$ cat src/sv/bitmap_page_frame_allocator_defines.svh
// Assertion macros for the bitmap page frame allocator.
`ifndef BITMAP_PAGE_FRAME_ALLOCATOR_DEFINES_SVH
`define BITMAP_PAGE_FRAME_ALLOCATOR_DEFINES_SVH
`ifndef SYNTHESIS
`define BPFA_ASSERT(label, prop, msg) \
    label: assert property (@(posedge aclk) disable iff (!aresetn) (prop)) else $error(msg);
`define BPFA_ASSERT_ALWAYS(label, prop, msg) \
    label: assert property (@(posedge aclk) (prop)) else $error(msg);
`else
`define BPFA_ASSERT(label, prop, msg)
`define BPFA_ASSERT_ALWAYS(label, prop, msg)
`endif
`endif

$ cat src/sv/bpfa_pkg.sv
// Shared constants, types and codes of the bitmap page frame allocator.
package bpfa_pkg;

    localparam int PAGE_COUNT    = 1024;
    localparam int PAGE_SHIFT    = 12;
    localparam int ADDR_W        = 32;
    localparam int COUNT_FIELD_W = 11;
    localparam logic [ADDR_W-1:0] BASE_RESET = 32'h0010_0000;

    localparam int WORD_W      = (PAGE_COUNT < 32) ? PAGE_COUNT : 32;
    localparam int WORD_COUNT  = PAGE_COUNT / WORD_W;
    localparam int BIT_IDX_W   = $clog2(WORD_W);
    localparam int WORD_IDX_W  = (WORD_COUNT > 1) ? $clog2(WORD_COUNT) : 1;
    localparam int PAGE_IDX_W  = $clog2(PAGE_COUNT);
    localparam int COUNT_W     = $clog2(PAGE_COUNT + 1);

    typedef enum logic [1:0] {
        STAT_ALLOCATED = 2'd0,
        STAT_NO_PAGE   = 2'd1,
        STAT_FREED     = 2'd2,
        STAT_RANGE     = 2'd3
    } status_t;

    typedef enum logic [2:0] {
        ST_IDLE   = 3'b001,
        ST_LOOKUP = 3'b010,
        ST_UPDATE = 3'b100
    } state_t;

    typedef struct packed {
        logic accept;
        logic lookup;
        logic load_out;
    } cmd_t;

    typedef struct packed {
        logic out_free;
    } stat_t;

endpackage

$ cat src/sv/bpfa_ram.sv
// Generic single-write, single-read RAM with registered read data.
module bpfa_ram #(
    parameter int DATA_W = 32,
    parameter int DEPTH  = 32
) (
    input  logic                                      aclk,
    input  logic                                      wr_en,
    input  logic [(DEPTH > 1 ? $clog2(DEPTH) : 1)-1:0] wr_addr,
    input  logic [DATA_W-1:0]                         wr_data,
    input  logic                                      rd_en,
    input  logic [(DEPTH > 1 ? $clog2(DEPTH) : 1)-1:0] rd_addr,
    output logic [DATA_W-1:0]                         rd_data
);

    logic [DATA_W-1:0] mem [DEPTH];
    logic [DATA_W-1:0] rd_data_reg;

    always_ff @(posedge aclk) begin
        if (wr_en) begin
            mem[wr_addr] <= wr_data;
        end
        if (rd_en) begin
            rd_data_reg <= mem[rd_addr];
        end
    end

    assign rd_data = rd_data_reg;

endmodule

$ cat src/sv/bpfa_ctrl.sv
// Controller state machine: sequences lookup and read-modify-write per request.
module bpfa_ctrl (
    input  logic            aclk,
    input  logic            aresetn,
    input  logic            s_valid,
    output logic            s_ready,
    input  bpfa_pkg::stat_t stat,
    output bpfa_pkg::cmd_t  cmd
);
    import bpfa_pkg::*;

    state_t state_reg;
    state_t state_next;

    always_comb begin
        state_next   = state_reg;
        cmd          = '0;
        s_ready      = 1'b0;
        case (state_reg)
            ST_IDLE: begin
                s_ready    = 1'b1;
                cmd.accept = s_valid;
                if (s_valid) begin
                    state_next = ST_LOOKUP;
                end
            end
            ST_LOOKUP: begin
                cmd.lookup = 1'b1;
                state_next = ST_UPDATE;
            end
            ST_UPDATE: begin
                if (stat.out_free) begin
                    cmd.load_out = 1'b1;
                    state_next   = ST_IDLE;
                end
            end
            default: begin
                state_next = ST_IDLE;
            end
        endcase
    end

    always_ff @(posedge aclk) begin
        if (!aresetn) begin
            state_reg <= ST_IDLE;
        end else begin
            state_reg <= state_next;
        end
    end

endmodule

$ cat src/sv/bpfa_dpath.sv
// Datapath: bitmap RAM, full-word summary, counts, base register and result register.
`include "bitmap_page_frame_allocator_defines.svh"
module bpfa_dpath (
    input  logic                              aclk,
    input  logic                              aresetn,
    input  bpfa_pkg::cmd_t                    cmd,
    output bpfa_pkg::stat_t                   stat,
    input  logic                              s_operation,
    input  logic [bpfa_pkg::ADDR_W-1:0]       s_address,
    input  logic                              cfg_valid,
    input  logic [bpfa_pkg::ADDR_W-1:0]       cfg_data,
    output logic                              m_valid,
    input  logic                              m_ready,
    output logic [bpfa_pkg::ADDR_W-1:0]       m_page_address,
    output logic [1:0]                        m_status,
    output logic [bpfa_pkg::COUNT_FIELD_W-1:0] m_used_pages,
    output logic [bpfa_pkg::COUNT_FIELD_W-1:0] m_free_pages
);
    import bpfa_pkg::*;

    logic [ADDR_W-1:0]     base_reg;
    logic                  op_reg;
    logic [ADDR_W-1:0]     addr_reg;
    logic [WORD_COUNT-1:0] full_reg;
    logic [WORD_COUNT-1:0] row_valid_reg;
    logic [COUNT_W-1:0]    used_reg;
    logic [COUNT_W-1:0]    used_next;
    logic [WORD_IDX_W-1:0] word_idx_reg;
    logic [WORD_IDX_W-1:0] word_idx_next;
    logic [BIT_IDX_W-1:0]  bit_idx_reg;
    logic [BIT_IDX_W-1:0]  bit_idx_next;
    status_t               pend_reg;
    status_t               pend_next;

    logic                  m_valid_reg;
    logic [ADDR_W-1:0]     out_addr_reg;
    logic [ADDR_W-1:0]     out_addr_next;
    status_t               out_status_reg;

    logic                  word_found;
    logic [WORD_IDX_W-1:0] free_word;
    logic [ADDR_W-1:0]     offset;
    logic [ADDR_W-1:0]     offset_page;
    logic                  out_of_range;
    logic [PAGE_IDX_W-1:0] rel_page;

    logic [WORD_W-1:0]     ram_rdata;
    logic [WORD_W-1:0]     cur_word;
    logic [WORD_W-1:0]     new_word;
    logic [BIT_IDX_W-1:0]  alloc_bit;
    logic                  ram_we;
    logic [PAGE_IDX_W+PAGE_SHIFT-1:0] page_off;

    // lookup: first non-full word, or page index of the address to free
    always_comb begin
        word_found = 1'b0;
        free_word  = '0;
        for (int i = WORD_COUNT - 1; i >= 0; i--) begin
            if (!full_reg[i]) begin
                word_found = 1'b1;
                free_word  = WORD_IDX_W'(i);
            end
        end
    end

    assign offset       = addr_reg - base_reg;
    assign offset_page  = offset >> PAGE_SHIFT;
    assign out_of_range = (addr_reg < base_reg) || (offset_page >= ADDR_W'(PAGE_COUNT));
    assign rel_page     = offset_page[PAGE_IDX_W-1:0];

    always_comb begin
        if (!op_reg) begin
            word_idx_next = free_word;
            bit_idx_next  = '0;
            pend_next     = word_found ? STAT_ALLOCATED : STAT_NO_PAGE;
        end else begin
            word_idx_next = WORD_IDX_W'(rel_page >> BIT_IDX_W);
            bit_idx_next  = rel_page[BIT_IDX_W-1:0];
            pend_next     = out_of_range ? STAT_RANGE : STAT_FREED;
        end
    end

    bpfa_ram #(
        .DATA_W (WORD_W),
        .DEPTH  (WORD_COUNT)
    ) u_bitmap (
        .aclk    (aclk),
        .wr_en   (ram_we),
        .wr_addr (word_idx_reg),
        .wr_data (new_word),
        .rd_en   (cmd.lookup),
        .rd_addr (word_idx_next),
        .rd_data (ram_rdata)
    );

    // update: read-modify-write of the selected bitmap word
    assign cur_word = row_valid_reg[word_idx_reg] ? ram_rdata : '0;

    always_comb begin
        alloc_bit = '0;
        for (int i = WORD_W - 1; i >= 0; i--) begin
            if (!cur_word[i]) begin
                alloc_bit = BIT_IDX_W'(i);
            end
        end
    end

    assign page_off = {word_idx_reg, alloc_bit, {PAGE_SHIFT{1'b0}}};

    always_comb begin
        new_word      = cur_word;
        ram_we        = 1'b0;
        used_next     = used_reg;
        out_addr_next = '0;
        case (pend_reg)
            STAT_ALLOCATED: begin
                new_word[alloc_bit] = 1'b1;
                ram_we              = cmd.load_out;
                used_next           = used_reg + COUNT_W'(1);
                out_addr_next       = base_reg + ADDR_W'(page_off);
            end
            STAT_FREED: begin
                new_word[bit_idx_reg] = 1'b0;
                ram_we                = cmd.load_out && cur_word[bit_idx_reg];
                if (cur_word[bit_idx_reg]) begin
                    used_next = used_reg - COUNT_W'(1);
                end
            end
            default: begin
                new_word = cur_word;
            end
        endcase
    end

    assign stat.out_free = !m_valid_reg || m_ready;

    always_ff @(posedge aclk) begin
        if (!aresetn) begin
            base_reg      <= BASE_RESET;
            full_reg      <= '0;
            row_valid_reg <= '0;
            used_reg      <= '0;
            m_valid_reg   <= 1'b0;
        end else begin
            if (cfg_valid) begin
                base_reg <= cfg_data;
            end
            if (ram_we) begin
                row_valid_reg[word_idx_reg] <= 1'b1;
                full_reg[word_idx_reg]      <= &new_word;
            end
            if (cmd.load_out) begin
                used_reg    <= used_next;
                m_valid_reg <= 1'b1;
            end else if (m_ready) begin
                m_valid_reg <= 1'b0;
            end
        end
    end

    always_ff @(posedge aclk) begin
        if (cmd.accept) begin
            op_reg   <= s_operation;
            addr_reg <= s_address;
        end
        if (cmd.lookup) begin
            word_idx_reg <= word_idx_next;
            bit_idx_reg  <= bit_idx_next;
            pend_reg     <= pend_next;
        end
        if (cmd.load_out) begin
            out_addr_reg   <= out_addr_next;
            out_status_reg <= pend_reg;
        end
    end

    assign m_valid        = m_valid_reg;
    assign m_page_address = out_addr_reg;
    assign m_status       = out_status_reg;
    assign m_used_pages   = COUNT_FIELD_W'(used_reg);
    assign m_free_pages   = COUNT_FIELD_W'(COUNT_W'(PAGE_COUNT) - used_reg);

    `BPFA_ASSERT(a_used_bound, used_reg <= COUNT_W'(PAGE_COUNT), "used count above page count")
    `BPFA_ASSERT(a_full_rows_written, (full_reg & ~row_valid_reg) == '0,
        "full summary set on unwritten row")
    `BPFA_ASSERT(a_no_page_only_when_full,
        (cmd.load_out && pend_reg == STAT_NO_PAGE) |-> (used_reg == COUNT_W'(PAGE_COUNT)),
        "out of pages reported with free pages left")
    `BPFA_ASSERT(a_alloc_counts,
        (cmd.load_out && pend_reg == STAT_ALLOCATED) |=> (used_reg == $past(used_reg) + 1'b1),
        "allocate did not raise used count")
    `BPFA_ASSERT(a_alloc_bit_free, (cmd.load_out && pend_reg == STAT_ALLOCATED) |-> !(&cur_word),
        "allocate on a full word")

endmodule

$ cat src/sv/bitmap_page_frame_allocator.sv
// Top level of the bitmap first-fit page frame allocator.
// One request is in flight at a time. It passes an accepting state, a lookup
// state that picks the lowest non-full bitmap word from a per-word full
// summary (or forms the page index of a free) and reads that word from the
// 32 x 32 bitmap RAM, and an update state that waits for a free result
// register, writes the word back and loads the result register. The next
// request is accepted in the cycle after the result is loaded, while that
// result may still wait for transfer. The bitmap reads as all free after
// reset through per-word valid bits, so no clearing pass is needed.
// cfg_valid writes base_address (cfg_ready is always high), even mid-request.
module bitmap_page_frame_allocator (
    input  logic                               aclk,
    input  logic                               aresetn,
    input  logic                               cfg_valid,
    output logic                               cfg_ready,
    input  logic [bpfa_pkg::ADDR_W-1:0]        cfg_data,
    input  logic                               s_valid,
    output logic                               s_ready,
    input  logic                               s_operation,
    input  logic [bpfa_pkg::ADDR_W-1:0]        s_address,
    output logic                               m_valid,
    input  logic                               m_ready,
    output logic [bpfa_pkg::ADDR_W-1:0]        m_page_address,
    output logic [1:0]                         m_status,
    output logic [bpfa_pkg::COUNT_FIELD_W-1:0] m_used_pages,
    output logic [bpfa_pkg::COUNT_FIELD_W-1:0] m_free_pages
);
    import bpfa_pkg::*;

    cmd_t  cmd;
    stat_t stat;

    assign cfg_ready = 1'b1;

    bpfa_ctrl u_ctrl (
        .aclk    (aclk),
        .aresetn (aresetn),
        .s_valid (s_valid),
        .s_ready (s_ready),
        .stat    (stat),
        .cmd     (cmd)
    );

    bpfa_dpath u_dpath (
        .aclk           (aclk),
        .aresetn        (aresetn),
        .cmd            (cmd),
        .stat           (stat),
        .s_operation    (s_operation),
        .s_address      (s_address),
        .cfg_valid      (cfg_valid),
        .cfg_data       (cfg_data),
        .m_valid        (m_valid),
        .m_ready        (m_ready),
        .m_page_address (m_page_address),
        .m_status       (m_status),
        .m_used_pages   (m_used_pages),
        .m_free_pages   (m_free_pages)
    );

endmodule

$ cat config.mk
export PLATFORM = sky130hd
export DESIGN_NAME = bitmap_page_frame_allocator
export DESIGN_NICKNAME = d
export VERILOG_FILES = /design/src/sv/bpfa_pkg.sv /design/src/sv/bpfa_ram.sv /design/src/sv/bpfa_ctrl.sv /design/src/sv/bpfa_dpath.sv /design/src/sv/bitmap_page_frame_allocator.sv
export VERILOG_INCLUDE_DIRS = /design/src /design/src/sv
export SDC_FILE = /design/constraint.sdc
export NUM_CORES = 2
export LEC_CHECK = 0
export BUFFER_PORTS_ARGS = -buffer_cell sky130_fd_sc_hd__buf_2
export CAP_MARGIN = 20
export CORE_ASPECT_RATIO = 1.2
export CORE_UTILIZATION = 30
export DETAILED_ROUTE_END_ITERATION = 10
export PLACE_DENSITY_LB_ADDON = 0.12
export SETUP_SLACK_MARGIN = 0.02
export SYNTH_ARGS = -nofsm -noshare
export SYNTH_HDL_FRONTEND = slang
export SYNTH_SLANG_ARGS = --single-unit
$ cat constraint.sdc
create_clock -name aclk -period 4.37 [get_ports aclk]
set_input_delay 0.6555 -clock aclk [delete_from_list [all_inputs] [get_ports aclk]]
set_output_delay 0.6555 -clock aclk [all_outputs]
set_load 0.02 [all_outputs]
# Word level (Yosys, flattened, before mapping)
# Memories as Yosys holds them, arrays and structs flattened. A register that Yosys moved wholly into a read port is not among the register bits.
# Index checks and enable logic that the tools add are counted.
[word_totals] ff_bits=190 latchBits=0 mem_bits_rw=1024 rom_bits=0 inputBits=70 output_inout_bits=59 word_cells=179 memories=1
[op_classes] addsub=5 n_mul=0 div=0 order_cmp=8 n_eq_ne=7 n_shift=0 mux=128 n_bitwise=4 n_reduce_logical=13
[mem_list] memory="u_dpath.u_bitmap.mem" depth=32 width=32 read_ports=1 rd_clocked_by_memory_dff=1 wr=1 line="bpfa_ram.sv:15" source="logic [DATA_W-1:0] mem [DEPTH];"
[ops] operator="$mux 5" count=65
[ops] operator="$or 32x32->32" count=2
[ops] operator="$pmux 32 s2" count=1
[ops] operator="$mux 1" count=48
[ops] operator="$add 32x22->32" count=1
[ops] operator="$and 32x32->32" count=1
[ops] operator="$bwmux 32" count=1
[ops] operator="$lt 32x32->1" count=1
[ops] operator="$mux 32" count=1
[ops] operator="$not 32->32" count=1
[ops] operator="$reduce_and 32->1" count=1
[ops] operator="$sub 32x32->32" count=1
[ops] operator="$pmux 11 s2" count=1
[ops] operator="$ge 20x11->1 const B" count=1
[ops] operator="$lt 5x6->1 const B" count=3
[ops] operator="$demux 1 s5" count=3
[ops] operator="$ge 5x1->1 const B" count=3
[ops] operator="$add 11x1->11 const B" count=1
[ops] operator="$mux 11" count=1
[ops] operator="$sub 11x1->11 const B" count=1
[ops] operator="$sub 11x11->11 const A" count=1
[ops] operator="$bmux 1 s5" count=2
[ops] operator="$pmux 3 s3" count=1
[ops] operator="$mux 3" count=2
[ops] operator="other kinds (15)" count=21

# Logic depth before layout (Yosys ltp)
[logic_depth] word_depth=43 depth_mapped=21 ltp_nobuf=19

# Cells and area by module
# From an unflattened synthesis, not the netlist that was laid out.
[hier_totals] hier_cells=3513 area_unflattened_um2=52396.5
[by_module_without_submodules] module="bpfa_ram" n_inst=1 cells_each=2260 area_per_inst_um2=40805.4 seq_area_each_um2=31710.4
[by_module_without_submodules] module="bpfa_dpath" n_inst=1 cells_each=1236 area_per_inst_um2=11412.2 seq_area_each_um2=4534.3
[by_module_without_submodules] module="bpfa_ctrl" n_inst=1 cells_each=15 area_per_inst_um2=167.7 seq_area_each_um2=60.1
[by_module_without_submodules] module="bitmap_page_frame_allocator" n_inst=1 cells_each=2 area_per_inst_um2=11.3 seq_area_each_um2=0.0

# Worst setup path after synthesis
# Ideal clock, no wire load.
[synth_path] kind="reg-to-reg" from="register u_dpath.word_idx_reg[2]" to="register u_dpath.full_reg[5]" arrival_time_ns=4.610 required_time_ns=4.294 path_slack_ns=-0.316 stages_incl_launch_ff=16 path_buffers=4 synth_period_minus_slack_ns=4.686 cell_sequence="edfxtp_1 buf_6 or3b_1 buf_4 o22ai_4 o41a_4 nor2_2 buf_2 nor3_1 o21ai_1 a211oi_2 nand3_1 buf_2 nor2_1 nand4_1 o21ai_1"
[synth_between] elab_chain_len=43 word_cells_on_any_way=54
[synth_lines] item="start, declared" line="bpfa_dpath.sv:28" source="logic [WORD_IDX_W-1:0] word_idx_reg;"
[synth_lines] item="start signal, assigned" line="bpfa_dpath.sv:167" source="word_idx_reg <= word_idx_next;"
[synth_lines] item="$bmux 1 s5" line="bpfa_dpath.sv:97" source="assign cur_word = row_valid_reg[word_idx_reg] ? ram_rdata : '0;"
[synth_lines] item="$mux 1 (not written as such)" line="bpfa_dpath.sv:97"
[synth_lines] item="$mux 32" line="bpfa_dpath.sv:97"
[synth_lines] item="$mux 5 (32 in series)" line="bpfa_dpath.sv:102" source="if (!cur_word[i]) begin"
[synth_lines] item="$lt 5x6->1 (not written as such) or $ge 5x1->1 (tied branches)" line="bpfa_dpath.sv:117" source="new_word[alloc_bit] = 1'b1;"
[synth_lines] item="$logic_and 1x1->1 (not written as such)" line="bpfa_dpath.sv:117"
[synth_lines] item="$mux 1 (not written as such)" line="bpfa_dpath.sv:117"
[synth_lines] item="$demux 1 s5"
[synth_lines] item="$or 32x32->32 (no source line)"
[synth_lines] item="$pmux 32 s2" line="bpfa_dpath.sv:115" source="case (pend_reg)"
[synth_lines] item="$reduce_and 32->1" line="bpfa_dpath.sv:150" source="full_reg[word_idx_reg] <= &new_word;"
[synth_lines] item="$bwmux 32" line="bpfa_dpath.sv:150"
[synth_lines] item="end signal, assigned by index" line="bpfa_dpath.sv:150"
[synth_lines] item="end, declared" line="bpfa_dpath.sv:24" source="logic [WORD_COUNT-1:0] full_reg;"
# Parallel ways exist; a longest one is shown, timed or not. The select of a mux whose other input is x is not followed.
# A chain may end at the register's enable or synchronous reset.

# Final worst setup path
[layout_path] from="register u_dpath.word_idx_reg[1]" to="register u_dpath.full_reg[31]"
# The elaborated chain is that of the path after synthesis.

==> flow_summary.json <==
{
  "wl_microns": 171000,
  "tritoncts": "built",
  "final_max_slew_viol_count": 0,
  "path_clk_slew_ns": 0.06,
  "core-area_sq_mm": 0.175,
  "clk_latency_ns": 0.79,
  "dp_cells": 5970,
  "first_global_vias": 31400,
  "syn_avg_cell_area_sq_um": 15.6,
  "drt-initial-drc-count": 2149,
  "ys.flop_type": "edfxtp_1",
  "setup_viol": 0,
  "start_util_pct": 30.2,
  "slowest_stage": "edfxtp_1",
  "max-slew-margin-rel_pct": 30.6,
  "worstMarginPinSlew_ns": 1.04,
  "worst-r2r-cell-count": 17,
  "cts.sinks": 1246,
  "p_leak_uw": 0.0210,
  "dr.max_layer_used": "met5",
  "cp_max_fo": 32,
  "hold_class": "primary input to register",
  "num_rows": 168,
  "yosysUniqueCellTypes": 93,
  "die_h_microns": 461,
  "die_w_microns": 385,
  "top_register": "u_dpath.u_bitmap.mem",
  "num-fill-cells": 16300,
  "skew_ns": 0.0365,
  "fin_ws_ns": 0.116,
  "critical_path_arrival_ns": 4.94,
  "hold_viol_final": 0,
  "post-synth-top-area-fraction_pct": 64.6,
  "via_count": 31300,
  "min_path_cells": 1,
  "status": "complete, no violations",
  "synth_area_sq_mm": 0.0527,
  "cts_max_level": 4,
  "gp_congestion": 0.934,
  "clock-root-buffer": "clkbuf_16",
  "numCtsBuffers": 133,
  "wire_per_inst_microns": 27.3,
  "largest_register_ffs": 1024,
  "final_nets": 3995,
  "via_per_inst": 4.99,
  "seq_area_frac_synth_pct": 68.9,
  "dp_hpwl_microns": 107000,
  "end_kind": "register",
  "async_reset_ff_share_pct": 0,
  "swShare_pct": 22.8,
  "switching_power_uw": 6090,
  "p_per_area_mw_per_mm2": 410,
  "grt_max_degree": 58,
  "p_seq_share_pct": 48.3,
  "place_ws_ns": -0.364,
  "fmax_mhz": 235,
  "grt.overflow.total": 0,
  "syn2layout_area_growth_pct": 23.9,
  "maxCapViolCount": 0,
  "crit_path_frequent_cell": "buf_4",
  "grt_pass1_wl_microns": 238000,
  "ys_ff_latch": 1246,
  "met1Wirelength_microns": 74400,
  "p_comb_share_pct": 9.4,
  "yosys.area.top_type": "edfxtp_1",
  "grt_antenna_before_repair": 4,
  "finalCritPeriodShare_pct": 97.3,
  "gr-usage-all-layers_pct": 18.9,
  "synth_fp_nets": 3497,
  "drc": 0,
  "wl_met2_microns": 86400,
  "final.setup.tns_ns": 0,
  "synth-edff-count": 1135,
  "yosys_warnings": 0,
  "crit_chain": "buf_12, buf_12, mux2i_4, o22ai_4, o41a_4, nor2_2, buf_4, buf_4, a211o_1, nand3_1, buf_4, o21ai_0, o2bb2ai_1, and4b_1, nand4_2, buf_4, o21ai_1",
  "drive_above_1_share_pct": 21.6,
  "cp-start-kind": "register",
  "required_ns": 5.05,
  "instances_no_fill": 6266,
  "synthTopCellsByCount": "edfxtp_1, mux2i_1, o22ai_1",
  "peakVddDrop_v": 0.000261,
  "dr_wl_met3_microns": 5910,
  "clkPwrFrac_pct": 42.2,
  "pin_count": 129,
  "dieArea_sq_mm": 0.177,
  "drt_pass1_iterations": 5,
  "postRouteAntennaNets": 0,
  "intPower_uw": 20700,
  "critical_path_class": "register to register",
  "critPathMaxStageDelay_ns": 0.45,
  "rsz0062_at_grt": "true",
  "port_buffers": 127,
  "synth_most_common_cell": "edfxtp_1",
  "cts_buffer_depth": 3,
  "period_needed_ns": 4.25,
  "synth_area_leaders": "edfxtp_1, mux2i_1, dfxtp_1",
  "syn_inst": 3375
}
worst paths after layout:
kind                                   from                        end  slack (ns)
setup / recovery    u_dpath.word_idx_reg[1]       u_dpath.full_reg[31]        0.12
hold / removal                s_address[12]       u_dpath.addr_reg[12]        0.06
setup reg to reg    u_dpath.word_idx_reg[1]       u_dpath.full_reg[31]        0.12
hold reg to reg   u_dpath.row_valid_reg[28]  u_dpath.row_valid_reg[28]        0.48
logic make-up (layout without fill, tap and decap cells):
group / after synthesis / count (layout) / synth area share [%]
other: 1 / 3 / 0.00711
DFF: 1246 / 1246 / 68.9
xor gates and xnor gates: 40 / 40 / 0.664
and+or+nand+nor: 459 / 459 / 4.63
buffers and inverters: 256 / 850 / 2.11
adders and majority gates: 54 / 54 / 1.30
muxes: 834 / 834 / 16.0
AOI/OAI and AO/OA: 485 / 485 / 6.38
cells in the final DEF (no fill, tap or decap), types with 68 or more instances in the layout:
cell | netlist | layout
edfxtp_1 | 1135 | 1135
mux2i_1 | 825 | 815
buf_4 | 6 | 256
clkbuf_16 | 0 | 143
o22ai_1 | 150 | 130
buf_2 | 60 | 129
buf_12 | 0 | 120
dfxtp_1 | 111 | 111
nor2_1 | 120 | 87
inv_1 | 81 | 80
nand2_1 | 72 | 68
per-stage QoR:
stage / util (%) / hold WS [ns] / power (uW) / cell area, sq um
5_1_grt: 37.4 / 0.0337 / 27600 / 65300
3_5_place_dp: 34.3 / 0.456 / 15500 / 60000
3_3_place_gp: 34.3 / 0.449 / 15500 / 59900
4_1_cts: 37.0 / 0.00111 / 26900 / 64500
6_report: 37.4 / 0.0565 / 26700 / 65300
2_1_floorplan: - / 0.424 / 14600 / 52700
power by group through the flow:
stage	Combinational [uW]	Clock, uW	Sequential, uW
6_report	2520	11300	12900
5_1_grt	2650	12000	12900
4_1_cts	2390	11600	12900
3_5_place_dp	2330	0	13200
3_3_place_gp	2340	0	13200
2_1_floorplan	1400	0	13200
area by class of cell:
| class | instances | area (sq um) | area share [%] |
|---|---|---|---|
| inverters | 84 | 315 | 0.483 |
| repair buffers | 535 | 5490 | 8.41 |
| diodes | 2 | 5.00 | 0.00766 |
| well taps | 2295 | 2870 | 4.40 |
| clock buffers | 164 | 3590 | 5.50 |
| clock inverters | 67 | 678 | 1.04 |
| multi-input cells | 1873 | 16000 | 24.6 |
| flip-flops and latches | 1246 | 36300 | 55.6 |
worst max-delay path: cells and delay by family (launching register included):
family / cells / cell delay [ns]
buffers and inverters: 6 / 1.39
AO/OA/AOI/OAI: 6 / 1.20
AND/OR/NAND/NOR: 4 / 0.81
flip-flops: 1 / 0.45
multiplexers: 1 / 0.26
repair_timing:
item / in CTS / in global routing
resized for setup: 20 / 53
setup buffers: 0 / 40
hold buffers: 15 / 0
cloned: 2 / 5
pin swaps: 6 / 19
endpoints found under the hold margin: 15 / 0
setup endpoints to repair: 14 / 31
metal layers:
layer  track usage (%)  up-vias
met4              5.37        2
met3              2.41      227
met2              33.3      696
li1                  -    14300
met5                 0        -
met1              24.2    16100
Power figures use the tool's default switching activity.
